$ cat config.mk
export PLATFORM = sky130hd
export DESIGN_NAME = fpvm_phase_mix
export DESIGN_NICKNAME = d
export VERILOG_FILES = /design/src/fpvm_pkg.sv /design/src/fpvm_phase_mix.sv
export SDC_FILE = /design/constraint.sdc
export NUM_CORES = 2
export LEC_CHECK = 0
export ABC_AREA = 0
export BUFFER_PORTS_ARGS = -buffer_cell sky130_fd_sc_hd__clkbuf_2
export CORE_MARGIN = 2
export CORE_UTILIZATION = 65
export CTS_CLUSTER_DIAMETER = 120
export CTS_CLUSTER_SIZE = 40
export DETAILED_ROUTE_END_ITERATION = 16
export PLACE_DENSITY_LB_ADDON = 0.08
export SLEW_MARGIN = 10
export SYNTH_ARGS = -nofsm -noshare
export SYNTH_HDL_FRONTEND = slang
export SYNTH_SLANG_ARGS = --single-unit
$ cat constraint.sdc
create_clock -name aclk -period 9.9 [get_ports aclk]
set_clock_uncertainty 0.05 [all_clocks]
set_input_delay 1.98 -clock aclk [delete_from_list [all_inputs] [get_ports aclk]]
set_output_delay 1.98 -clock aclk [all_outputs]
set_load 0.02 [all_outputs]
$ cat src/fpvm_pkg.sv
package fpvm_pkg;

    // Field and datapath widths.
    localparam int ANG_IN_W   = 16;
    localparam int UQ_W       = 16;
    localparam int MAG_W      = 17;
    localparam int TRIG_W     = 16;
    localparam int AB_W       = 32;
    localparam int PP_W       = 7;
    localparam int UMAX_W     = 15;
    localparam int U_W        = 48;
    localparam int DUTY_OUT_W = 8;
    localparam int CFG_IDX_W  = 2;

    // Quarter-wave sine polynomial coefficients, Q15.
    localparam logic [15:0] SIN_A   = 16'd51472;
    localparam logic [14:0] SIN_B   = 15'd21024;
    localparam logic [11:0] SIN_C   = 12'd2320;
    localparam logic [15:0] Q15_ONE = 16'h8000;
    localparam logic [16:0] SIN_MAX = 17'd32767;

    // Transform constants, Q15.
    localparam logic [15:0] K_INV_SQRT3     = 16'd18919;
    localparam logic [15:0] K_TWO_INV_SQRT3 = 16'd37837;
    localparam logic [15:0] K_SQRT3_HALF    = 16'd28378;

    // Largest phase of sectors I and III on a 32-bit turn.
    localparam logic [31:0] SECT_I_MAX   = 32'd1431655765;
    localparam logic [31:0] SECT_III_MAX = 32'd2863311530;

    // Configuration register indexes.
    localparam logic [CFG_IDX_W-1:0] REG_U_MAX       = 2'd0;
    localparam logic [CFG_IDX_W-1:0] REG_DRIVER_MODE = 2'd1;
    localparam logic [CFG_IDX_W-1:0] REG_PAIR_COUNT  = 2'd2;

    typedef enum logic [1:0] {
        SECT_I   = 2'd0,
        SECT_II  = 2'd1,
        SECT_III = 2'd2
    } sector_t;

    typedef struct packed {
        logic                       valid;
        logic                       mode;
        logic signed [UQ_W-1:0]     uq;
        logic        [ANG_IN_W-1:0] angle;
    } in_t;

    typedef struct packed {
        logic                   valid;
        sector_t                sector;
        logic signed [AB_W-1:0] alpha;
        logic signed [AB_W-1:0] beta;
    } ab_t;

    typedef struct packed {
        logic                  valid;
        logic signed [U_W-1:0] ua;
        logic signed [U_W-1:0] ub;
        logic signed [U_W-1:0] uc;
    } uvw_t;

    typedef struct packed {
        logic                  valid;
        logic [DUTY_OUT_W-1:0] duty_a;
        logic [DUTY_OUT_W-1:0] duty_b;
        logic [DUTY_OUT_W-1:0] duty_c;
    } duty_t;

endpackage

$ cat src/fpvm_phase_mix.sv
module fpvm_phase_mix
    import fpvm_pkg::*;
(
    input  logic aclk,
    input  logic aresetn,
    input  logic en,
    input  logic driver_mode,
    input  ab_t  in_item,
    output uvw_t out_item
);

    // Stage 1: constant products of beta.
    logic signed [U_W-1:0] beta_w;
    logic signed [U_W-1:0] pb_inv_next;
    logic signed [U_W-1:0] pb_two_next;
    logic signed [U_W-1:0] pb_half_next;

    logic signed [U_W-1:0] alpha_reg;
    logic signed [U_W-1:0] pb_inv_reg;
    logic signed [U_W-1:0] pb_two_reg;
    logic signed [U_W-1:0] pb_half_reg;
    sector_t               sect_reg;

    always_comb begin
        beta_w       = U_W'(in_item.beta);
        pb_inv_next  = beta_w * $signed(U_W'(K_INV_SQRT3));
        pb_two_next  = beta_w * $signed(U_W'(K_TWO_INV_SQRT3));
        pb_half_next = beta_w * $signed(U_W'(K_SQRT3_HALF));
    end

    // Stage 2: phase voltages, inverse Clarke or sector scheme.
    logic signed [U_W-1:0] a15;
    logic signed [U_W-1:0] a14;
    logic signed [U_W-1:0] ua_next;
    logic signed [U_W-1:0] ub_next;
    logic signed [U_W-1:0] uc_next;

    logic signed [U_W-1:0] ua_reg;
    logic signed [U_W-1:0] ub_reg;
    logic signed [U_W-1:0] uc_reg;

    always_comb begin
        a15 = alpha_reg <<< 15;
        a14 = alpha_reg <<< 14;
        if (!driver_mode) begin
            ua_next = a15;
            ub_next = pb_half_reg - a14;
            uc_next = -a14 - pb_half_reg;
        end else begin
            case (sect_reg)
                SECT_I: begin
                    ua_next = a15 + pb_inv_reg;
                    ub_next = pb_two_reg;
                    uc_next = '0;
                end
                SECT_III: begin
                    ua_next = '0;
                    ub_next = pb_inv_reg - a15;
                    uc_next = -pb_inv_reg - a15;
                end
                default: begin
                    ua_next = a15 - pb_inv_reg;
                    ub_next = '0;
                    uc_next = -pb_two_reg;
                end
            endcase
        end
    end

    logic [1:0] valid_reg;

    always_ff @(posedge aclk) begin
        if (!aresetn) begin
            valid_reg <= '0;
        end else if (en) begin
            valid_reg <= {valid_reg[0], in_item.valid};
        end
    end

    always_ff @(posedge aclk) begin
        if (en) begin
            alpha_reg   <= U_W'(in_item.alpha);
            pb_inv_reg  <= pb_inv_next;
            pb_two_reg  <= pb_two_next;
            pb_half_reg <= pb_half_next;
            sect_reg    <= in_item.sector;
            ua_reg      <= ua_next;
            ub_reg      <= ub_next;
            uc_reg      <= uc_next;
        end
    end

    assign out_item.valid = valid_reg[1];
    assign out_item.ua    = ua_reg;
    assign out_item.ub    = ub_reg;
    assign out_item.uc    = uc_reg;

endmodule

Yosys cells after proc, flatten, opt, wreduce, memory -nomap -nowiden
Index checks and enable logic that the tools add are counted.
Operators by class
  add/sub/neg operators: 9
  $mul: 3
  divide/modulo/power cells: 0
  magnitude comparators: 0
  equal/unequal tests: 1
  shift-type cells: 0
  mux-type cells: 6
  bitwise gates (word level): 0
  reductions and logical operators: 1
Operators with widths (number)
  $pmux W48 S2: 3
  $mux W48: 3
  $neg A48 Y48: 2
  $sub A48 B47 Y48: 2
  $add A47 B48 Y48: 1
  $mul A32 B16 Y48 const B: 1
  $mul A32 B17 Y48 const B: 1
  $neg A46 Y48: 1
  $sub A47 B48 Y48: 1
  $sub A48 B46 Y48: 1
  $sub A48 B48 Y48: 1
  $mul A32 B15 Y47 const B: 1
  $eq A2 B2 Y1 const B: 1
  $logic_not A2 Y1: 1
Word-level totals
  flip-flop bits (word level): 323
  bits in latches: 0
  RAM bits: 0
  memory bits (read-only): 0
  input port bits: 71
  output and inout bits: 145
  word-level logic and storage cells: 30
  memories kept: 0

Longest topological paths before layout
  depth after elaboration: 4
  gate-level depth with buffers: 25
  depth with buffers taken out: 24

Worst setup path after synthesis
Ideal clock, no wire load.
  kind: in2reg
  start: input port in_item[6] (netlist name)
  end: register pb_inv_reg[41] (data pin)
  setup time: 260 ps
  arrival: 7622 ps
  data required time: 9590 ps
  path slack: 1968 ps
  cell stages on the path: 24
  buffers on the path: 1
  path through: ha_1 clkbuf_1 xor2_1 ha_1 or2_2 fa_1 inv_1 fa_1 inv_1 fa_1 inv_1 fa_1 inv_1 ha_1 nand3_1 nor2b_1 and2_1 a221oi_1 o32ai_1 o41ai_1 o21ai_0 a21o_1 a31oi_1 xnor2_1
Between the ends
  cells in the longest elaborated chain, start to end: 1
Ends and longest elaborated chain
  start, declared: line fpvm_phase_mix.sv:8  | input ab_t in_item,
  $mul A32 B16 Y48: line fpvm_phase_mix.sv:26  | pb_inv_next = beta_w * $signed(U_W'(K_INV_SQRT3));
  via pb_inv_next[41]: line fpvm_phase_mix.sv:14  | logic signed [U_W-1:0] pb_inv_next;
  end signal, assigned: line fpvm_phase_mix.sv:83  | pb_inv_reg <= pb_inv_next;
  end, declared: line fpvm_phase_mix.sv:19  | logic signed [U_W-1:0] pb_inv_reg;
The timed path passes the listed nets, and every way through them passes these cells.
A chain may end at the register's enable or synchronous reset.

Worst setup path after layout
  start: input port in_item[7] (netlist name)
  end: register pb_inv_reg[47] (data pin)
Same word-level chain as after synthesis.

==> results.py <==
metrics = {
    "synth": {
        "syn_area_sq_mm": 0.0503,
        "synthMuxAreaShare_pct": 0.699,
        "post_synth_num_cell_types": 96,
        "synth_xor_area_share_pct": 7.14,
        "syn_inst": 5370,
        "yosys_warnings": 0,
        "synth_top_family_by_area": "adder cells",
        "synth_area_per_cell_sq_um": 9.37,
        "synth_fp_nets": 6670,
        "synth-seq-cells": 319,
        "synth_edf_count": 317,
        "synth.yosys.seq_area_share_pct": 19.0,
        "async_reset_ff_share_pct": 0,
        "synthAdderAreaFrac_pct": 38.5,
        "synth-simple-area-share_pct": 9.21,
        "synth-compound-area-share_pct": 16.9,
        "synth_top_flop_cell": "edfxtp_1",
    },
    "placement": {
        "portBuffers": 215,
        "gp_congestion": 1.05,
        "place_area_sq_mm": 0.0524,
        "place_inst": 6519,
        "hpwl_microns": 130000,
    },
    "routing": {
        "vias": 40689,
        "drtAntennaViolNets": 0,
        "drc": 0,
        "wl_per_cell_microns": 23.7,
        "dr.pass1.iters": 6,
        "drt_iter0_markers": 4613,
        "wirelength_microns": 155000,
        "vias_per_cell": 6.23,
    },
    "global_route": {
        "grt_usage_pct": 38.8,
        "grt-ovfl-total": 0,
        "grt_pass1_wl_microns": 234000,
        "grt_max_degree": 126,
        "antenna_found_initial": 0,
        "grt_pass1_vias": 39136,
    },
    "clock_tree": {
        "clkSinkCount": 319,
        "cts_inserted_buffers": 12,
        "cts_resized": 0,
        "cts_tree": "built",
        "clock_latency_ns": 0.55,
        "htree_levels": 1,
        "clk_pin_slew_ns": 0.14,
        "clockRootBuffer": "clkbuf_16",
        "postCtsHoldBufs": 0,
        "cts_setup_buffers": 0,
        "clockBufferDepth": 3,
    },
    "final_layout": {
        "antenna_cells": 0,
        "final_area_sq_mm": 0.0528,
        "syn_to_final_growth_pct": 4.91,
        "drive_gt1_share_pct": 6.11,
        "stdcell_count": 6536,
        "nets": 6793,
        "layout_common_cells": "inv_1, ha_1, fa_1, a21oi_1, edfxtp_1",
        "postLayoutCoreUtil_pct": 68.5,
        "final_common_cell": "inv_1",
    },
    "setup_path": {
        "crit_buf_inv": 3,
        "cp-start-kind": "input port",
        "end_kind": "flip-flop",
        "crit_required_ns": 10.17,
        "max_stage_delay_ns": 0.79,
        "cp_slowest_cell": "o41ai_1",
        "cp.arrival_ns": 8.83,
        "cpLargestDelayFamily": "adder cells",
        "crit_top_cell": "fa_1",
        "path_max_fanout": 10,
        "crit_chain": "clkbuf_2 > ha_1 > xor2_1 > ha_1 > or2_2 > fa_1 > inv_1 > fa_1 > inv_1 > fa_1 > fa_1 > ha_1 > a21o_1 > a21oi_1 > o21ai_0 > a221oi_1 > o32ai_1 > o41ai_1 > nor3_1 > o22ai_1 > o21ai_0 > xnor2_1",
        "crit_type": "input port to flip-flop",
    },
    "timing": {
        "finalHoldViolations": 0,
        "worst_pin_slew_ns": 1.03,
        "drv_slew": 0,
        "tns_ns": 0,
        "post-route-min-period_ns": 8.56,
        "rsz0062_at_grt": "false",
        "slew_headroom_pct": 31.1,
        "post-route-period-util_pct": 86.5,
        "setup_violations": 0,
        "max_freq_ghz": 0.117,
    },
    "die": {
        "num_rows": 102,
        "dieWidth_microns": 282,
        "placeableCoreArea_sq_mm": 0.0771,
        "die_area_sq_mm": 0.0797,
        "io_pins": 216,
        "start_util_pct": 65.3,
        "die_y_microns": 282,
    },
    "run_status": {
        "status": "finished, final reports clean",
    },
    "worst_hold_path": {
        "hold_path_class": "flip-flop to flip-flop",
    },
    "run": {
        "maxCapViolCount": 0,
    },
}
synth_stat cells (all sizes together) (29+ instances only):
master	count	area share, %
a211oi	29	0.43
a21o	207	3.1
mux2i	34	0.68
nor2	261	2.0
o22ai	44	0.55
nor3	58	0.63
xor2	138	2.4
xnor2	272	4.7
o21bai	65	0.97
nand3	61	0.62
and2	32	0.40
and3	40	0.50
o21ai	198	2.0
nand2	209	1.6
ha	702	17
a221oi	55	0.97
nand2b	43	0.53
fa	527	21
inv	1020	7.6
or2	32	0.40
o21a	34	0.51
a21oi	399	4.0
nor2b	46	0.57
edfxtp	317	19
a31oi	56	0.72
nand4	33	0.41
clkbuf	109	0.81
worst paths after layout:
path / startpoint / to / slack [ns] / cells after the start
worst max-delay path: in_item[7] / pb_inv_reg[47]$_DFFE_PP_ / 1.34 / 22
worst min-delay path: valid_reg[0]$_SDFFE_PN0P_ / valid_reg[0]$_SDFFE_PN0P_ / 0.51 / 2
worst max register to register: alpha_reg[0]$_DFFE_PP_ / ua_reg[47]$_DFFE_PP_ / 4.87 / 13
worst min register to register: valid_reg[0]$_SDFFE_PN0P_ / valid_reg[0]$_SDFFE_PN0P_ / 0.51 / 2
final cells by class:
class / instances / area, sq um
inverters: 1026 / 3850
clock inverters: 3 / 48.8
fillers: 6261 / 24300
well taps: 1040 / 1300
flip-flops and latches: 319 / 9560
repair buffers: 238 / 1270
clock buffers: 14 / 329
multi-input cells: 3896 / 36400
logic make-up (layout without fill, tap and decap cells):
group	count (synthesis)	after routing
buffers and inverters	1155	1281
DFF	319	319
adders and majority gates	1231	1231
and+or+nand+nor	919	919
AOI/OAI and AO/OA	1301	1301
xor gates and xnor gates	410	410
muxes	35	35
layer usage:
layer	GRT usage [%]	wire length, microns	vias to the layer above
li1	-	-	18468
met1	60.4	69100	19868
met3	7.81	18600	208
met4	8.13	3690	0
met2	55.9	63600	2145
met5	0	0	-
stage by stage:
stage / setup WS, ns / hold slack, ns
3_3_place_gp: 0.990 / 0.451
6_report: 1.34 / 0.513
2_1_floorplan: 1.97 / 0.432
4_1_cts: 1.47 / 0.521
3_5_place_dp: 0.890 / 0.492
5_1_grt: 1.05 / 0.545
tightest hold or removal path: stages, from the launching register on:
cell and delay (ns):
dfxtp_1 0.35, mux2i_1 0.13, nor2b_1 0.06
Power is not shown: default switching activity piles up to over one toggle a cycle in this logic, so the estimate is an artifact.
