File: src/fpvm_pkg.sv
package fpvm_pkg;

    // Field and datapath widths.
    localparam int ANG_IN_W   = 16;
    localparam int UQ_W       = 16;
    localparam int MAG_W      = 17;
    localparam int TRIG_W     = 16;
    localparam int AB_W       = 32;
    localparam int PP_W       = 7;
    localparam int UMAX_W     = 15;
    localparam int U_W        = 48;
    localparam int DUTY_OUT_W = 8;
    localparam int CFG_IDX_W  = 2;

    // Quarter-wave sine polynomial coefficients, Q15.
    localparam logic [15:0] SIN_A   = 16'd51472;
    localparam logic [14:0] SIN_B   = 15'd21024;
    localparam logic [11:0] SIN_C   = 12'd2320;
    localparam logic [15:0] Q15_ONE = 16'h8000;
    localparam logic [16:0] SIN_MAX = 17'd32767;

    // Transform constants, Q15.
    localparam logic [15:0] K_INV_SQRT3     = 16'd18919;
    localparam logic [15:0] K_TWO_INV_SQRT3 = 16'd37837;
    localparam logic [15:0] K_SQRT3_HALF    = 16'd28378;

    // Largest phase of sectors I and III on a 32-bit turn.
    localparam logic [31:0] SECT_I_MAX   = 32'd1431655765;
    localparam logic [31:0] SECT_III_MAX = 32'd2863311530;

    // Configuration register indexes.
    localparam logic [CFG_IDX_W-1:0] REG_U_MAX       = 2'd0;
    localparam logic [CFG_IDX_W-1:0] REG_DRIVER_MODE = 2'd1;
    localparam logic [CFG_IDX_W-1:0] REG_PAIR_COUNT  = 2'd2;

    typedef enum logic [1:0] {
        SECT_I   = 2'd0,
        SECT_II  = 2'd1,
        SECT_III = 2'd2
    } sector_t;

    typedef struct packed {
        logic                       valid;
        logic                       mode;
        logic signed [UQ_W-1:0]     uq;
        logic        [ANG_IN_W-1:0] angle;
    } in_t;

    typedef struct packed {
        logic                   valid;
        sector_t                sector;
        logic signed [AB_W-1:0] alpha;
        logic signed [AB_W-1:0] beta;
    } ab_t;

    typedef struct packed {
        logic                  valid;
        logic signed [U_W-1:0] ua;
        logic signed [U_W-1:0] ub;
        logic signed [U_W-1:0] uc;
    } uvw_t;

    typedef struct packed {
        logic                  valid;
        logic [DUTY_OUT_W-1:0] duty_a;
        logic [DUTY_OUT_W-1:0] duty_b;
        logic [DUTY_OUT_W-1:0] duty_c;
    } duty_t;

endpackage

File: src/fpvm_duty_div.sv
module fpvm_duty_div
    import fpvm_pkg::*;
#(
    parameter int DUTY_MAX = 255
) (
    input  logic              aclk,
    input  logic              aresetn,
    input  logic              en,
    input  logic [UMAX_W-1:0] u_max,
    input  logic              driver_mode,
    input  uvw_t              in_item,
    output duty_t             out_item
);

    localparam int DW    = $clog2(DUTY_MAX + 1);
    localparam int XP_W  = U_W - 1;
    localparam int N_W   = U_W + DW;
    localparam int NQ_W  = N_W - 31;
    localparam int NSTG  = DW + 4;

    localparam logic [DW-1:0] DMAX = DW'(DUTY_MAX);

    logic [UMAX_W-1:0] um;
    assign um = (u_max == '0) ? UMAX_W'(1) : u_max;

    logic signed [U_W-1:0] u_lane [3];
    assign u_lane[0] = in_item.ua;
    assign u_lane[1] = in_item.ub;
    assign u_lane[2] = in_item.uc;

    // Stage 1: bipolar offset by u_max, non-positive numerators give zero duty.
    logic signed [U_W-1:0] umq;
    logic signed [U_W-1:0] x_next [3];
    logic [2:0]            zero_next;
    logic [XP_W-1:0]       x_reg [3];
    logic [2:0]            zero1_reg;

    always_comb begin
        umq = $signed(U_W'(um)) <<< 30;
        for (int l = 0; l < 3; l++) begin
            x_next[l]    = driver_mode ? u_lane[l] : u_lane[l] + umq;
            zero_next[l] = x_next[l][U_W-1] || (x_next[l] == '0);
        end
    end

    // Stage 2: scale by full duty and drop the fixed 2^30 (or 2^31) of the divisor.
    logic [N_W-1:0]  n_prod [3];
    logic [NQ_W-1:0] nq_next [3];
    logic [NQ_W-1:0] nq_reg [3];
    logic [2:0]      zero2_reg;

    always_comb begin
        for (int l = 0; l < 3; l++) begin
            n_prod[l]  = N_W'(x_reg[l]) * N_W'(DUTY_MAX);
            nq_next[l] = driver_mode ? n_prod[l][30 +: NQ_W] : n_prod[l][31 +: NQ_W];
        end
    end

    // Division stages: index 0 holds the saturation check, index j the
    // remainder after quotient bit DW-j.
    logic [NQ_W-1:0] r_reg    [DW+1][3];
    logic [DW-1:0]   q_reg    [DW+1][3];
    logic [2:0]      sat_reg  [DW+1];
    logic [2:0]      zdiv_reg [DW+1];

    logic [NQ_W-1:0] um_top;
    logic [2:0]      sat_next;

    always_comb begin
        um_top = NQ_W'(um) << DW;
        for (int l = 0; l < 3; l++) begin
            sat_next[l] = (nq_reg[l] >= um_top);
        end
    end

    always_ff @(posedge aclk) begin
        if (en) begin
            for (int l = 0; l < 3; l++) begin
                x_reg[l]    <= x_next[l][XP_W-1:0];
                nq_reg[l]   <= nq_next[l];
                r_reg[0][l] <= nq_reg[l];
                q_reg[0][l] <= '0;
            end
            zero1_reg   <= zero_next;
            zero2_reg   <= zero1_reg;
            sat_reg[0]  <= sat_next;
            zdiv_reg[0] <= zero2_reg;
        end
    end

    for (genvar j = 1; j <= DW; j++) begin : g_div
        localparam int K = DW - j;
        logic [NQ_W-1:0] divisor;
        logic [NQ_W-1:0] r_next [3];
        logic [DW-1:0]   q_next [3];

        always_comb begin
            divisor = NQ_W'(um) << K;
            for (int l = 0; l < 3; l++) begin
                if (r_reg[j-1][l] >= divisor) begin
                    r_next[l]    = r_reg[j-1][l] - divisor;
                    q_next[l]    = q_reg[j-1][l];
                    q_next[l][K] = 1'b1;
                end else begin
                    r_next[l] = r_reg[j-1][l];
                    q_next[l] = q_reg[j-1][l];
                end
            end
        end

        always_ff @(posedge aclk) begin
            if (en) begin
                for (int l = 0; l < 3; l++) begin
                    r_reg[j][l] <= r_next[l];
                    q_reg[j][l] <= q_next[l];
                end
                sat_reg[j]  <= sat_reg[j-1];
                zdiv_reg[j] <= zdiv_reg[j-1];
            end
        end
    end

    // Final stage: clamp to 0..DUTY_MAX and keep the low byte.
    logic [DW-1:0]         d_next    [3];
    logic [DUTY_OUT_W-1:0] duty_next [3];
    logic [DUTY_OUT_W-1:0] duty_reg  [3];

    always_comb begin
        for (int l = 0; l < 3; l++) begin
            if (zdiv_reg[DW][l]) begin
                d_next[l] = '0;
            end else if (sat_reg[DW][l] || (q_reg[DW][l] > DMAX)) begin
                d_next[l] = DMAX;
            end else begin
                d_next[l] = q_reg[DW][l];
            end
            duty_next[l] = d_next[l][DUTY_OUT_W-1:0];
        end
    end

    always_ff @(posedge aclk) begin
        if (en) begin
            for (int l = 0; l < 3; l++) begin
                duty_reg[l] <= duty_next[l];
            end
        end
    end

    logic [NSTG-1:0] valid_reg;

    always_ff @(posedge aclk) begin
        if (!aresetn) begin
            valid_reg <= '0;
        end else if (en) begin
            valid_reg <= {valid_reg[NSTG-2:0], in_item.valid};
        end
    end

    assign out_item.valid  = valid_reg[NSTG-1];
    assign out_item.duty_a = duty_reg[0];
    assign out_item.duty_b = duty_reg[1];
    assign out_item.duty_c = duty_reg[2];

endmodule

File: config.mk
export PLATFORM = sky130hd
export DESIGN_NAME = fpvm_duty_div
export DESIGN_NICKNAME = d
export VERILOG_FILES = /design/src/fpvm_pkg.sv /design/src/fpvm_duty_div.sv
export SDC_FILE = /design/constraint.sdc
export NUM_CORES = 2
export LEC_CHECK = 0
export BUFFER_PORTS_ARGS = -buffer_cell sky130_fd_sc_hd__buf_2
export CAP_MARGIN = 20
export CORE_MARGIN = 2
export CORE_UTILIZATION = 65
export DETAILED_ROUTE_END_ITERATION = 10
export GPL_ROUTABILITY_DRIVEN = 0
export GPL_TIMING_DRIVEN = 1
export PLACE_DENSITY_LB_ADDON = 0.08
export SLEW_MARGIN = 20
export SYNTH_ARGS = -nofsm -noshare
export SYNTH_HDL_FRONTEND = slang
export SYNTH_SLANG_ARGS = --single-unit
File: constraint.sdc
create_clock -name aclk -period 14.34 [get_ports aclk]
set_input_delay 1.434 -clock aclk [delete_from_list [all_inputs] [get_ports aclk]]
set_output_delay 1.434 -clock aclk [all_outputs]
set_load 0.05 [all_outputs]
# --- After elaboration in Yosys (flattened, before gate mapping) ---
# Memory sizes are Yosys's and may differ from the RTL's.
# Index checks and enable logic that the tools add are counted.
word_totals:
  ff_bits: 18
  latch_bits: 0
  ramBits: 1185
  rom_bits: 0
  in_bits: 164
  out_inout_bits: 25
  word_cells: 143
  n_memories: 7
classes:
  add_sub_neg: 27
  mul: 3
  div: 0
  magnitude_cmp: 30
  eq_ne: 0
  n_shift: 0
  mux: 63
  bitwise_logic: 0
  reduce_logical: 10
memory_table:
  columns: ["name", "depth", "width", "rd", "rd_clocked_by_memory_dff", "wr", "line", "text"]
  rows:
  - ["r_reg", 9, 75, 8, 0, 9, "fpvm_duty_div.sv:61", "logic [NQ_W-1:0] r_reg [DW+1][3];"]
  - ["q_reg", 9, 24, 9, 0, 9, "fpvm_duty_div.sv:62", "logic [DW-1:0] q_reg [DW+1][3];"]
  - ["x_reg", 3, 47, 3, 0, 3, "fpvm_duty_div.sv:35", "logic [XP_W-1:0] x_reg [3];"]
  - ["nq_reg", 3, 25, 3, 0, 3, "fpvm_duty_div.sv:49", "logic [NQ_W-1:0] nq_reg [3];"]
  - ["sat_reg", 9, 3, 9, 0, 9, "fpvm_duty_div.sv:63", "logic [2:0] sat_reg [DW+1];"]
  - ["zdiv_reg", 9, 3, 9, 0, 9, "fpvm_duty_div.sv:64", "logic [2:0] zdiv_reg [DW+1];"]
  - ["+1 memories", null, null, null, null, null, null, null]
ops:
  columns: ["operator", "count"]
  rows:
  - ["$mux 25", 27]
  - ["$mul 47x8->55 const B", 3]
  - ["$add 48x46->48", 3]
  - ["$logic_not 48->1", 3]
  - ["$mux 48", 3]
  - ["$ge 25x15->1", 3]
  - ["$ge 25x16->1", 3]
  - ["$ge 25x17->1", 3]
  - ["$ge 25x18->1", 3]
  - ["$ge 25x19->1", 3]
  - ["$ge 25x20->1", 3]
  - ["$ge 25x21->1", 3]
  - ["$ge 25x22->1", 3]
  - ["$ge 25x23->1", 3]
  - ["$sub 25x15->25", 3]
  - ["$sub 25x16->25", 3]
  - ["$sub 25x17->25", 3]
  - ["$sub 25x18->25", 3]
  - ["$sub 25x19->25", 3]
  - ["$sub 25x20->25", 3]
  - ["$sub 25x21->25", 3]
  - ["$sub 25x22->25", 3]
  - ["$mux 8", 9]
  - ["$gt 8x8->1 const B", 3]
  - ["other kinds (10)", 31]

# --- Logic depth before layout (Yosys ltp) ---
depth:
  ltp_word: 6
  mapped_depth: 21
  mapped_depth_nobuf: 20

# --- Least setup slack after synthesis ---
# Ideal clock, no wire load.
synth_timing:
  path_type: "input to register"
  from: "input port u_max[10]"
  to: "register zero1_reg[0], data pin"
  setup_time_ns: 0.145
  arrival_time_ns: 5.482
  required_time_ns: 14.195
  slack_ns: 8.713
  path_stages: 12
  path_buffers: 0
  path_cell_list: "nor4_1 -> a41o_1 -> ha_1 -> fa_1 -> mux2_2 -> or3_1 -> or4_1 -> nor4_1 -> or3b_1 -> or4b_1 -> or4_1 -> o21ai_1"
synth_lines:
  columns: ["item", "line", "text"]
  rows:
  - ["start, declared", "fpvm_duty_div.sv:9", "input logic [UMAX_W-1:0] u_max,"]
  - ["end signal, assigned", "fpvm_duty_div.sv:84", "zero1_reg <= zero_next;"]
  - ["end, declared", "fpvm_duty_div.sv:36", "logic [2:0] zero1_reg;"]

==> metrics <==
status finished clean; Core Box Area between 0.1 and 0.15 sq mm; final setup fails 0; mux contribution to synthesized area 0.0133; post-CTS sizing 0; post-synthesis async set-or-reset flop share 0; CTS clock-pin slew for the worst setup and hold paths approximately 60 ps; setup ws final 7860 ps; Post-CTS Setup Bufs 0; clock latency on the worst-skew pair 740 ps; Tightest Pin Transition between 1000 and 1500 ps; CTS buffer count 113; nets roughly 9000; largest family of logic cells by synthesized area adder cells; Final Cycle Share 0.452; Initial DRC Count 3614; Critical Path RT 14860 ps; cell taking the most area after synthesis edfxtp_1; Yosys top cell area share 0.382; Die Width 353 um; Fmax 154 MHz; Num Clock Sinks 1020; top cells by area, synth edfxtp_1, fa_1, ha_1; CTS Buffer Depth 3; setup TNS 0 ps; crit path launch type flop; Layout Cells excl Fill 9069; area delta synth->final 8.43%; die area 0.125 sq mm; largest net degree at the start of global routing 195; top cells by count, synth edfxtp_1, inv_1, fa_1, ha_1, nand2_1; Adder-Cell Fraction of Synth Area 0.282; crit path time final 6480 ps; IO Count 189; Worst slew margin 0.255; Post-Syn Area 0.0792 sq mm; max-cap violations 0; post-route ant nets 0; Max Slew Vio Count 0; critical path class flop to flop; DIE HEIGHT 353 um; clk_skew 36.6 ps; final core occ 0.708; IO Port Bufs around 190; DRC 0; syn_nets slightly below 9000; Routed WL 166000 um; Arr. time, crit path ~7000 ps; Min-Delay Path Class flop to flop; Cell variety after synth 87; max reg flops 600; fraction of layout cells with a size suffix above 1 0.0696; register area share after synthesis 0.385; pre-CTS setup slack 7680 ps; dpl cells just under 9000; initial antenna violation count 1; post-synthesis simple-gate area fraction 0.107; final hold violation count 0; WL/cell 18.3 um; Yosys reg bits 1020; vias in the first global route 54400; CP startpoint x_reg[0][104]; routed vias/inst 5.92; Overflow after GRT 0; Min-Delay Startpoint q_reg[2][22]; drt first pass iters 5; n_diodes 0; # hold bufs at CTS 0; row count ~130; CTS tree yes; starting density of the core 0.653; CP endpoint kind flop; Total GRT Usage 0.270; DR vias between 50000 and 60000; CTS root buf clkbuf_16; H-tree Lvls 3; cell with the most instances after synthesis edfxtp_1; EDFF count, synth 1008; reg-to-reg startpoint x_reg[0][104]; FILL cells 8824; Yosys warning count 0; Post-DP HPWL 128000 um; Synth Area in XOR/XNOR 0.0470; Cells after Synth 7137; Critical Path Fanout Max 7; post-synthesis compound-gate area fraction 0.122; Synth Flop Type edfxtp_1; RSZ-0062 raised after global routing false; Post-Syn Area per Cell approximately 11 sq um; first-pass GRT wire length 273000 um
==> kinds of logic after synthesis <==
| logic type | after synthesis |
|---|---|
| and+or+nand+nor | 1730 |
| muxes | 98 |
| AOI/OAI and AO/OA | 1564 |
| adders and majority gates | 1365 |
| DFF | 1020 |
| buffers and inverters | 935 |
| xor gates and xnor gates | 425 |
==> per-stage QoR <==
| step | area [sq um] | hold WS (ps) |
|---|---|---|
| global route | 85900 | 404 |
| detailed placement | 82100 | 405 |
| global placement | 82100 | 401 |
| floorplan | 79200 | 400 |
| CTS | 85900 | 381 |
| finish | 85900 | 395 |
==> path summary, 6_finish.rpt <==
check	endpoint	slack [ps]	cells past startpoint
worst max-delay path	nq_reg[0][73]	7860	20
worst min-delay path	q_reg[3][22]	400	0
worst max register to register	nq_reg[0][73]	7860	20
worst min register to register	q_reg[3][22]	400	0
==> worst max-delay path, cell delays in order (launching register included) <==
cell	delay, ps
edfxtp_1	350
inv_1	260
fa_1	480
inv_1	140
fa_1	440
fa_1	480
inv_1	50
fa_1	490
inv_1	50
ha_1	330
a21o_1	190
a31oi_1	150
o211ai_1	110
a221o_1	360
o31ai_1	740
a211oi_1	190
nor2_1	360
nor2_1	110
nor3_1	510
nor3_1	110
nor4_1	330
==> cells in the final DEF (no fill, tap or decap), types with 167 or more instances in the layout <==
| cell | n |
|---|---|
| nor2_1 | 417 |
| inv_1 | 789 |
| fa_1 | 696 |
| o21ai_0 | 442 |
| xnor2_1 | 244 |
| ha_1 | 669 |
| a21o_1 | 167 |
| nand2_1 | 498 |
| xor2_1 | 181 |
| buf_2 | 186 |
| a21oi_1 | 474 |
| edfxtp_1 | 1008 |
==> cell type report <==
type                            count  area (sq um)  area share
Clock buffer                      135          2950      0.0343
Clock inverter                     75           848     0.00988
Inverter                          803          3010      0.0351
Multi-Input combinational cell   5182         45300       0.527
Sequential cell                  1020         30500       0.355
Tap cell                         1625          2030      0.0237
Timing Repair Buffer              229          1290      0.0151
==> metal layers <==
layer	up-vias	routed length, um	track usage
met1	26000	71400	0.365
met3	341	9220	0.0368
li1	25900	-	-
met2	1470	79200	0.450
met4	2	6130	0.100
met5	-	13	0
Power is left out: the tool's default activity adds up to more than one toggle a clock period on the data nets, which glitch-free logic cannot reach.
