--- src/fpvm_pkg.sv ---
package fpvm_pkg;

    // Field and datapath widths.
    localparam int ANG_IN_W   = 16;
    localparam int UQ_W       = 16;
    localparam int MAG_W      = 17;
    localparam int TRIG_W     = 16;
    localparam int AB_W       = 32;
    localparam int PP_W       = 7;
    localparam int UMAX_W     = 15;
    localparam int U_W        = 48;
    localparam int DUTY_OUT_W = 8;
    localparam int CFG_IDX_W  = 2;

    // Quarter-wave sine polynomial coefficients, Q15.
    localparam logic [15:0] SIN_A   = 16'd51472;
    localparam logic [14:0] SIN_B   = 15'd21024;
    localparam logic [11:0] SIN_C   = 12'd2320;
    localparam logic [15:0] Q15_ONE = 16'h8000;
    localparam logic [16:0] SIN_MAX = 17'd32767;

    // Transform constants, Q15.
    localparam logic [15:0] K_INV_SQRT3     = 16'd18919;
    localparam logic [15:0] K_TWO_INV_SQRT3 = 16'd37837;
    localparam logic [15:0] K_SQRT3_HALF    = 16'd28378;

    // Largest phase of sectors I and III on a 32-bit turn.
    localparam logic [31:0] SECT_I_MAX   = 32'd1431655765;
    localparam logic [31:0] SECT_III_MAX = 32'd2863311530;

    // Configuration register indexes.
    localparam logic [CFG_IDX_W-1:0] REG_U_MAX       = 2'd0;
    localparam logic [CFG_IDX_W-1:0] REG_DRIVER_MODE = 2'd1;
    localparam logic [CFG_IDX_W-1:0] REG_PAIR_COUNT  = 2'd2;

    typedef enum logic [1:0] {
        SECT_I   = 2'd0,
        SECT_II  = 2'd1,
        SECT_III = 2'd2
    } sector_t;

    typedef struct packed {
        logic                       valid;
        logic                       mode;
        logic signed [UQ_W-1:0]     uq;
        logic        [ANG_IN_W-1:0] angle;
    } in_t;

    typedef struct packed {
        logic                   valid;
        sector_t                sector;
        logic signed [AB_W-1:0] alpha;
        logic signed [AB_W-1:0] beta;
    } ab_t;

    typedef struct packed {
        logic                  valid;
        logic signed [U_W-1:0] ua;
        logic signed [U_W-1:0] ub;
        logic signed [U_W-1:0] uc;
    } uvw_t;

    typedef struct packed {
        logic                  valid;
        logic [DUTY_OUT_W-1:0] duty_a;
        logic [DUTY_OUT_W-1:0] duty_b;
        logic [DUTY_OUT_W-1:0] duty_c;
    } duty_t;

endpackage

--- src/fpvm_angle_sine.sv ---
module fpvm_angle_sine
    import fpvm_pkg::*;
#(
    parameter int ANGLE_BITS = 16
) (
    input  logic            aclk,
    input  logic            aresetn,
    input  logic            en,
    input  in_t             in_item,
    input  logic [PP_W-1:0] pair_count,
    output ab_t             out_item
);

    localparam int PROD_W   = ANGLE_BITS + ANG_IN_W + PP_W;
    localparam int PH_SHIFT = 32 - ANGLE_BITS;

    // Stage 1: electrical angle, half-turn flip, magnitude, sector.
    logic [PROD_W-1:0]     ang_w;
    logic [PROD_W-1:0]     prod_w;
    logic [ANGLE_BITS-1:0] el;
    logic [31:0]           ph_base;
    logic [31:0]           ph_next;
    logic                  nonpos;
    logic signed [UQ_W:0]  uq_x;
    logic [MAG_W-1:0]      mag_next;
    sector_t               sector_next;

    logic [16:0]      ph_reg;
    logic [MAG_W-1:0] mag1_reg;
    sector_t          sect1_reg;

    always_comb begin
        ang_w    = PROD_W'(in_item.angle);
        prod_w   = ang_w * PROD_W'(pair_count);
        el       = in_item.mode ? ang_w[ANGLE_BITS-1:0] : prod_w[ANGLE_BITS-1:0];
        ph_base  = {el, {PH_SHIFT{1'b0}}};
        nonpos   = in_item.uq[UQ_W-1] || (in_item.uq == '0);
        ph_next  = ph_base ^ {nonpos, 31'b0};
        uq_x     = {in_item.uq[UQ_W-1], in_item.uq};
        mag_next = uq_x[UQ_W] ? MAG_W'(-uq_x) : MAG_W'(uq_x);
        if (ph_next <= SECT_I_MAX) begin
            sector_next = SECT_I;
        end else if (ph_next <= SECT_III_MAX) begin
            sector_next = SECT_III;
        end else begin
            sector_next = SECT_II;
        end
    end

    // Lane 0 is the sine, lane 1 the cosine (phase plus a quarter turn).
    // Stage 2: fold into the first quadrant and square.
    logic [1:0][1:0]  quad;
    logic [1:0][15:0] z_next;
    logic [1:0][15:0] z2_next;
    logic [1:0][31:0] zz_prod;

    logic [1:0][15:0] z2_reg;
    logic [1:0][15:0] z2_z_reg;
    logic [1:0]       z2_neg_reg;
    logic [MAG_W-1:0] mag2_reg;
    sector_t          sect2_reg;

    always_comb begin
        quad[0] = ph_reg[16:15];
        quad[1] = ph_reg[16:15] + 2'd1;
        for (int l = 0; l < 2; l++) begin
            z_next[l]  = quad[l][0] ? (Q15_ONE - {1'b0, ph_reg[14:0]}) : {1'b0, ph_reg[14:0]};
            zz_prod[l] = 32'(z_next[l]) * 32'(z_next[l]);
            z2_next[l] = zz_prod[l][30:15];
        end
    end

    // Stage 3: B - C*z^2.
    logic [1:0][27:0] c_prod;
    logic [1:0][14:0] t1_next;

    logic [1:0][14:0] t1_reg;
    logic [1:0][15:0] t1_z2_reg;
    logic [1:0][15:0] t1_z_reg;
    logic [1:0]       t1_neg_reg;
    logic [MAG_W-1:0] mag3_reg;
    sector_t          sect3_reg;

    always_comb begin
        for (int l = 0; l < 2; l++) begin
            c_prod[l]  = 28'(SIN_C) * 28'(z2_reg[l]);
            t1_next[l] = SIN_B - 15'(c_prod[l][27:15]);
        end
    end

    // Stage 4: A - t1*z^2.
    logic [1:0][30:0] b_prod;
    logic [1:0][15:0] t3_next;

    logic [1:0][15:0] t3_reg;
    logic [1:0][15:0] t3_z_reg;
    logic [1:0]       t3_neg_reg;
    logic [MAG_W-1:0] mag4_reg;
    sector_t          sect4_reg;

    always_comb begin
        for (int l = 0; l < 2; l++) begin
            b_prod[l]  = 31'(t1_reg[l]) * 31'(t1_z2_reg[l]);
            t3_next[l] = SIN_A - b_prod[l][30:15];
        end
    end

    // Stage 5: times z, clamp to full scale, sign by half-turn.
    logic [1:0][31:0]        a_prod;
    logic [1:0][16:0]        t4;
    logic [1:0][14:0]        s15;
    logic [1:0][TRIG_W-1:0]  trig_next;

    logic signed [TRIG_W-1:0] sin_reg;
    logic signed [TRIG_W-1:0] cos_reg;
    logic [MAG_W-1:0]         mag5_reg;
    sector_t                  sect5_reg;

    always_comb begin
        for (int l = 0; l < 2; l++) begin
            a_prod[l] = 32'(t3_reg[l]) * 32'(t3_z_reg[l]);
            t4[l]     = a_prod[l][31:15];
            s15[l]    = (t4[l] > SIN_MAX) ? SIN_MAX[14:0] : t4[l][14:0];
            trig_next[l] = t3_neg_reg[l] ? TRIG_W'(-{1'b0, s15[l]}) : {1'b0, s15[l]};
        end
    end

    // Stage 6: alpha and beta.
    logic signed [AB_W-1:0] alpha_next;
    logic signed [AB_W-1:0] beta_next;
    logic signed [AB_W-1:0] alpha_reg;
    logic signed [AB_W-1:0] beta_reg;
    sector_t                sect6_reg;

    always_comb begin
        alpha_next = AB_W'($signed({1'b0, mag5_reg})) * AB_W'(cos_reg);
        beta_next  = AB_W'($signed({1'b0, mag5_reg})) * AB_W'(sin_reg);
    end

    logic [5:0] valid_reg;

    always_ff @(posedge aclk) begin
        if (!aresetn) begin
            valid_reg <= '0;
        end else if (en) begin
            valid_reg <= {valid_reg[4:0], in_item.valid};
        end
    end

    always_ff @(posedge aclk) begin
        if (en) begin
            ph_reg     <= ph_next[31:15];
            mag1_reg   <= mag_next;
            sect1_reg  <= sector_next;

            z2_reg     <= z2_next;
            z2_z_reg   <= z_next;
            z2_neg_reg <= {quad[1][1], quad[0][1]};
            mag2_reg   <= mag1_reg;
            sect2_reg  <= sect1_reg;

            t1_reg     <= t1_next;
            t1_z2_reg  <= z2_reg;
            t1_z_reg   <= z2_z_reg;
            t1_neg_reg <= z2_neg_reg;
            mag3_reg   <= mag2_reg;
            sect3_reg  <= sect2_reg;

            t3_reg     <= t3_next;
            t3_z_reg   <= t1_z_reg;
            t3_neg_reg <= t1_neg_reg;
            mag4_reg   <= mag3_reg;
            sect4_reg  <= sect3_reg;

            sin_reg    <= trig_next[0];
            cos_reg    <= trig_next[1];
            mag5_reg   <= mag4_reg;
            sect5_reg  <= sect4_reg;

            alpha_reg  <= alpha_next;
            beta_reg   <= beta_next;
            sect6_reg  <= sect5_reg;
        end
    end

    assign out_item.valid  = valid_reg[5];
    assign out_item.sector = sect6_reg;
    assign out_item.alpha  = alpha_reg;
    assign out_item.beta   = beta_reg;

endmodule

--- config.mk ---
export PLATFORM = sky130hd
export DESIGN_NAME = fpvm_angle_sine
export DESIGN_NICKNAME = d
export VERILOG_FILES = /design/src/fpvm_pkg.sv /design/src/fpvm_angle_sine.sv
export SDC_FILE = /design/constraint.sdc
export NUM_CORES = 2
export LEC_CHECK = 0
export ABC_AREA = 1
export BUFFER_PORTS_ARGS = -buffer_cell sky130_fd_sc_hd__buf_2
export CAP_MARGIN = 40
export CORE_MARGIN = 1
export CORE_UTILIZATION = 45
export DETAILED_ROUTE_END_ITERATION = 6
export GPL_ROUTABILITY_DRIVEN = 0
export RECOVER_POWER = 50
export SETUP_SLACK_MARGIN = 0.1
export SYNTH_ARGS = -nofsm -noshare
export SYNTH_HDL_FRONTEND = slang
export SYNTH_SLANG_ARGS = --single-unit
export TNS_END_PERCENT = 5
--- constraint.sdc ---
create_clock -name aclk -period 7.46 [get_ports aclk]
set_clock_uncertainty 0.15 [all_clocks]
set_input_delay 1.119 -clock aclk [delete_from_list [all_inputs] [get_ports aclk]]
set_output_delay 1.119 -clock aclk [all_outputs]
set_load 0.01 [all_outputs]
After elaboration in Yosys (flattened, before gate mapping)

Cells that the tools add are included.

Bits in registers: 444
Latch bits: 0
RAM bits: 0
ROM bits: 0
Input port bits: 44
Word-level logic and storage cells: 73
Memories kept: 0

$add $sub $neg: 9
$mul: 11
Div/mod/pow operators: 0
Order comparisons: 4
Equal/unequal tests: 0
Shift operators: 0
Multiplexer cells: 9
Bitwise logic cells: 1
Reductions and logical operators: 2

Operators by type and width:

| kind                                                             | count |
|---|---|
| two-way mux 15 bit                                               | 5 |
| multiplier 16 x 16 -> 32 bit                                     | 2 |
| multiplier 18 x 16 -> 32 bit                                     | 2 |
| multiplier 15 x 16 -> 31 bit                                     | 2 |
| multiplier 16 x 16 -> 31 bit                                     | 2 |
| multiplier 8 x 16 -> 24 bit (first input constant)               | 2 |
| two-way mux 16 bit                                               | 3 |
| greater-than comparator 17 x 15 -> 1 bit (second input constant) | 2 |
| <= comparator 32 x 31 -> 1 bit (second input constant)           | 1 |
| <= comparator 32 bit (second input constant)                     | 1 |
| negator 15 -> 16 bit                                             | 2 |
| subtractor 16 bit (first input constant)                         | 2 |
| bitwise XOR 32 bit                                               | 1 |
| subtractor 15 x 13 -> 15 bit (first input constant)              | 2 |
| negator 16 -> 17 bit                                             | 1 |
| logical NOT 16 bit                                               | 1 |
| multiplier 16 x 7 -> 16 bit                                      | 1 |
| subtractor 16 x 15 -> 16 bit (first input constant)              | 1 |
| adder 2 x 1 -> 2 bit (second input constant)                     | 1 |
| two-way mux 2 bit                                                | 1 |
| logical OR 1 bit                                                 | 1 |

Longest topological paths before layout

Depth after elaboration: 5
Gate-level depth with buffers: 39
Depth with buffers taken out: 37

Least setup slack after synthesis

No wires, ideal clock.

Kind: reg-to-reg
Start: reg ph_reg[1]
End: reg z2_reg[29] (netlist name), data pin
Setup time: 0.260 ns
Data arrival time: 7.405 ns
Data required time: 7.050 ns
Setup slack: -0.355 ns
Stages on the path, launching flop included: 37
Buffers on the path: 3
Period minus slack after synthesis: 7.815 ns
Path through: edfxtp_1 buf_6 inv_1 clkbuf_1 clkbuf_1 ha_1 nand4_1 nor2_1 nand3_1 nor3_2 xor2_1 inv_1 nand2_1 o21ai_1 inv_1 nor2_1 inv_1 fa_1 inv_1 fa_1 inv_1 fa_1 inv_1 fa_1 inv_1 fa_1 inv_1 fa_1 ha_1 a21oi_1 a21boi_0 o21ai_0 a221oi_1 o21ai_0 nand2_1 nand2_1 xor2_1

RTL lines:

| what                   | line                   | source |
|---|---|---|
| from (decl)            | fpvm_angle_sine.sv:28  | `logic [16:0] ph_reg;` |
| from (signal assigned) | fpvm_angle_sine.sv:152 | `ph_reg <= ph_next[31:15];` |
| to (signal assigned)   | fpvm_angle_sine.sv:156 | `z2_reg <= z2_next;` |
| to (decl)              | fpvm_angle_sine.sv:57  | `logic [1:0][15:0] z2_reg;` |

==> metrics.md <==
| Metric | Value |
|---|---|
| Distinct cells, synth | 60 |
| Worst EP arrival | roughly 7.5 ns |
| Crit path max-delay family | adder cells |
| Setup crit start | ph_reg[1] |
| Share of layout cells above drive strength 1 | 0.0572 |
| Worst path required time | a little under 8 ns |
| Synth Instances | 10.6k |
| Final wirelength | roughly 200,000 µm |
| Fillers | ~18k |
| Core Box Area | approximately 190,000 µm² |
| Asr flop ratio synth | 0 |
| Achievable Freq | roughly 140 MHz |
| Drt first pass iters | 6 |
| Worst-Margin Slew | 5.50 ns |
| Worst Hold Class | reg2reg |
| Slew Limit Fails | 96 |
| Critical path launch point type | register |
| N_diodes | 0 |
| Die area | just under 200,000 µm² |
| Endpoints failing setup | 0 |
| DPL Wire Length | 169,000 µm |
| PortBufs | between 100 and 150 |
| RR Endpoint | z2_reg[31] |
| R2r startpoint | ph_reg[1] |
| Max_slew headroom | -2.67 |
| Starting density of the core | 0.455 |
| CTS root buf | clkbuf_16 |
| Largest net degree at the start of global routing | 171 |
| Flops & latches, synth | roughly 430 |
| DR iter-0 viols | 4,138 |
| Area of the multi-input gates | a little over 60,000 µm² |
| Top-count cell post-synth | inv_1 |
| Cells on worst reg2reg path | 28 |
| Routed wire length per instance | 15.4 µm |
| CTS H-Tree Depth | 2 |
| Dominant cells by area after synthesis | fa_1, edfxtp_1, ha_1 |
| WS Path Type | reg2reg |
| RSZ-0062 raised after global routing | yes |
| Global Route Usage Sum | 0.217 |
| Chip width | between 400 and 500 µm |
| Worst skew pair latency | roughly 0.73 ns |
| Minimum clock period | 7.20 ns |
| CP Capture Type | register |
| Critical path depth | 28 |
| Crit share post-route | 0.965 |
| Fin. Hold Viols | 0 |
| Max Buffers Root-to-Sink | 3 |
| Register area | about 13,000 µm² |
| Rows | 160 |
| Reg-to-reg setup timing slack | ~0.26 ns |
| Share of the synthesized area in the top cell type | 0.341 |
| Cell Area, Synth | between 80,000 and 90,000 µm² |
| CTS tree | yes |
| Area delta synth->final | 7.69% |
| First-pass GRT wire length | ~340,000 µm |
| Worst Path Buf+Inv | 6 |
| Predominant post-synthesis flop cell | edfxtp_1 |
| CP peak stage delay | ~0.58 ns |
| Number of global-route vias before repair | approximately 69k |
| Finished Core Util | 0.490 |
| Crit Path Max Fanout | 6 |
| Seq/Total Area, Yosys | 0.150 |
| Worst path most repeated cell | fa_1 |
| Yosys warns | 0 |
| # hold bufs at CTS | 0 |
| Nets | 13.2k |
| I/O pins | between 100 and 150 |
| Status | complete, but fails checks |
| Die H | ~440 µm |
| Failing checks | max-capacitance violations, max-slew violations |
| DRC violations left | 0 |
| Post-synth top area cell | fa_1 |
| Post-synth EDFFs | ~430 |
| CTS Sinks | ~430 |
| Max Cap Violations | 1 |
| TritonCTS buffer count | 52 |
| CP endpoint | z2_reg[31] |
| Synth Area per Inst | ~8.2 µm² |
| Initial antenna violation count | 0 |
| Post-synth top cells | inv_1, nand2_1, fa_1 |
| Vias | 65.7k |
| Vias/cell | 4.95 |
| Slowest CP cell | fa_1 |
| Reg clk slew, reported paths | roughly 0.060 ns |
| GR Overflow Total | 0 |
| Routed Antenna Nets | 0 |
==> metrics by stage <==
| step | setup TNS [ns] | hold WS, ns | setup slack, ns | std cells | cell area, µm² |
|---|---|---|---|---|---|
| after global routing | -0.408 | 0.233 | -0.0751 | 13300 | 93400 |
| after CTS | 0 | 0.225 | 0.112 | 13200 | 92600 |
| final | 0 | 0.234 | 0.260 | 13300 | 93400 |
| after global placement | 0 | 0.251 | 0.184 | 13100 | 90700 |
| after floorplan | 0 | 0.250 | 0.0848 | 10700 | 86900 |
| after detailed placement | 0 | 0.255 | 0.0944 | 13100 | 90700 |
==> cell type report <==
cell class	instances	area share
sequential	434	0.139
clock inverter	41	0.00619
inverter	2991	0.120
tap	2511	0.0336
timing repair buffer	341	0.0257
clock buffer	56	0.0141
multi-input combinational	6888	0.661
==> routing by layer <==
metal	share of wire	vias to the layer above	GRT usage
met1	0.43	32600	0.286
met3	0.045	255	0.0180
li1	-	31300	-
met2	0.50	1499	0.382
met5	0	-	0
met4	0.024	0	0.0558
==> cell usage in the layout (no fill, tap or decap), types with 11 or more instances in the layout <==
cell type | netlist | layout
o21a_1 | 13 | 13
nor2_2 | 13 | 33
nand3_1 | 236 | 233
nand4_1 | 41 | 41
nor3_1 | 52 | 51
buf_12 | 0 | 11
a21oi_1 | 259 | 251
nor2_4 | 5 | 12
buf_4 | 4 | 203
a31oi_1 | 13 | 12
xor2_1 | 140 | 139
or2_2 | 13 | 13
a21o_1 | 18 | 18
inv_1 | 2962 | 2952
nand3b_1 | 26 | 26
ha_1 | 939 | 927
edfxtp_1 | 428 | 428
inv_2 | 21 | 29
o21bai_1 | 38 | 38
o21ai_1 | 18 | 17
xnor2_1 | 85 | 85
fa_1 | 1478 | 1477
buf_2 | 5 | 106
nand2_2 | 16 | 31
clkbuf_1 | 325 | 19
clkbuf_16 | 0 | 52
nor2_1 | 511 | 484
nand2_1 | 2722 | 2707
o21ai_0 | 140 | 136
conb_1 | 2 | 20
clkinv_1 | 8 | 13
==> worst register-to-register path, delay by kind of cell (launching register included) <==
family | cells | cell delay (ns)
buffers and inverters | 6 | 0.69
adder cells (fa/ha/maj) | 8 | 3.46
XOR/XNOR | 2 | 0.25
AO/OA/AOI/OAI | 5 | 0.94
flip-flops | 1 | 0.44
AND/OR/NAND/NOR | 7 | 1.00
==> kinds of logic (layout without fill, tap and decap cells) <==
logic type | count (synthesis) | after routing | synth area share
compound gates | 546 | 546 | 0.0356
buf+inv | 3332 | 3429 | 0.145
other cells | 2 | 20 | 0.0000866
xor+xnor | 227 | 227 | 0.0231
simple gates | 3678 | 3678 | 0.170
fa+ha+maj | 2417 | 2417 | 0.477
flops | 434 | 434 | 0.150
==> worst min-delay path by stage <==
stage	cells after the start	from	to
5_1_grt	0	mag3_reg[14]	mag4_reg[14]
3_5_place_dp	0	mag1_reg[3]	mag2_reg[3]
3_3_place_gp	0	mag3_reg[12]	mag4_reg[12]
6_report	0	mag3_reg[14]	mag4_reg[14]
2_1_floorplan	0	mag1_reg[0]	mag2_reg[0]
4_1_cts	0	mag3_reg[14]	mag4_reg[14]
==> repair_timing <==
item                                    in CTS  in global routing
pin swaps                                    1                 32
gates resized for setup                      1                119
gates cloned                                 0                  0
endpoints found under the hold margin        0                  0
endpoints found under the setup margin       1                 43
setup buffers                                0                 43
Power is not shown: default switching activity piles up to over one toggle a cycle in this logic, so the estimate is an artifact.
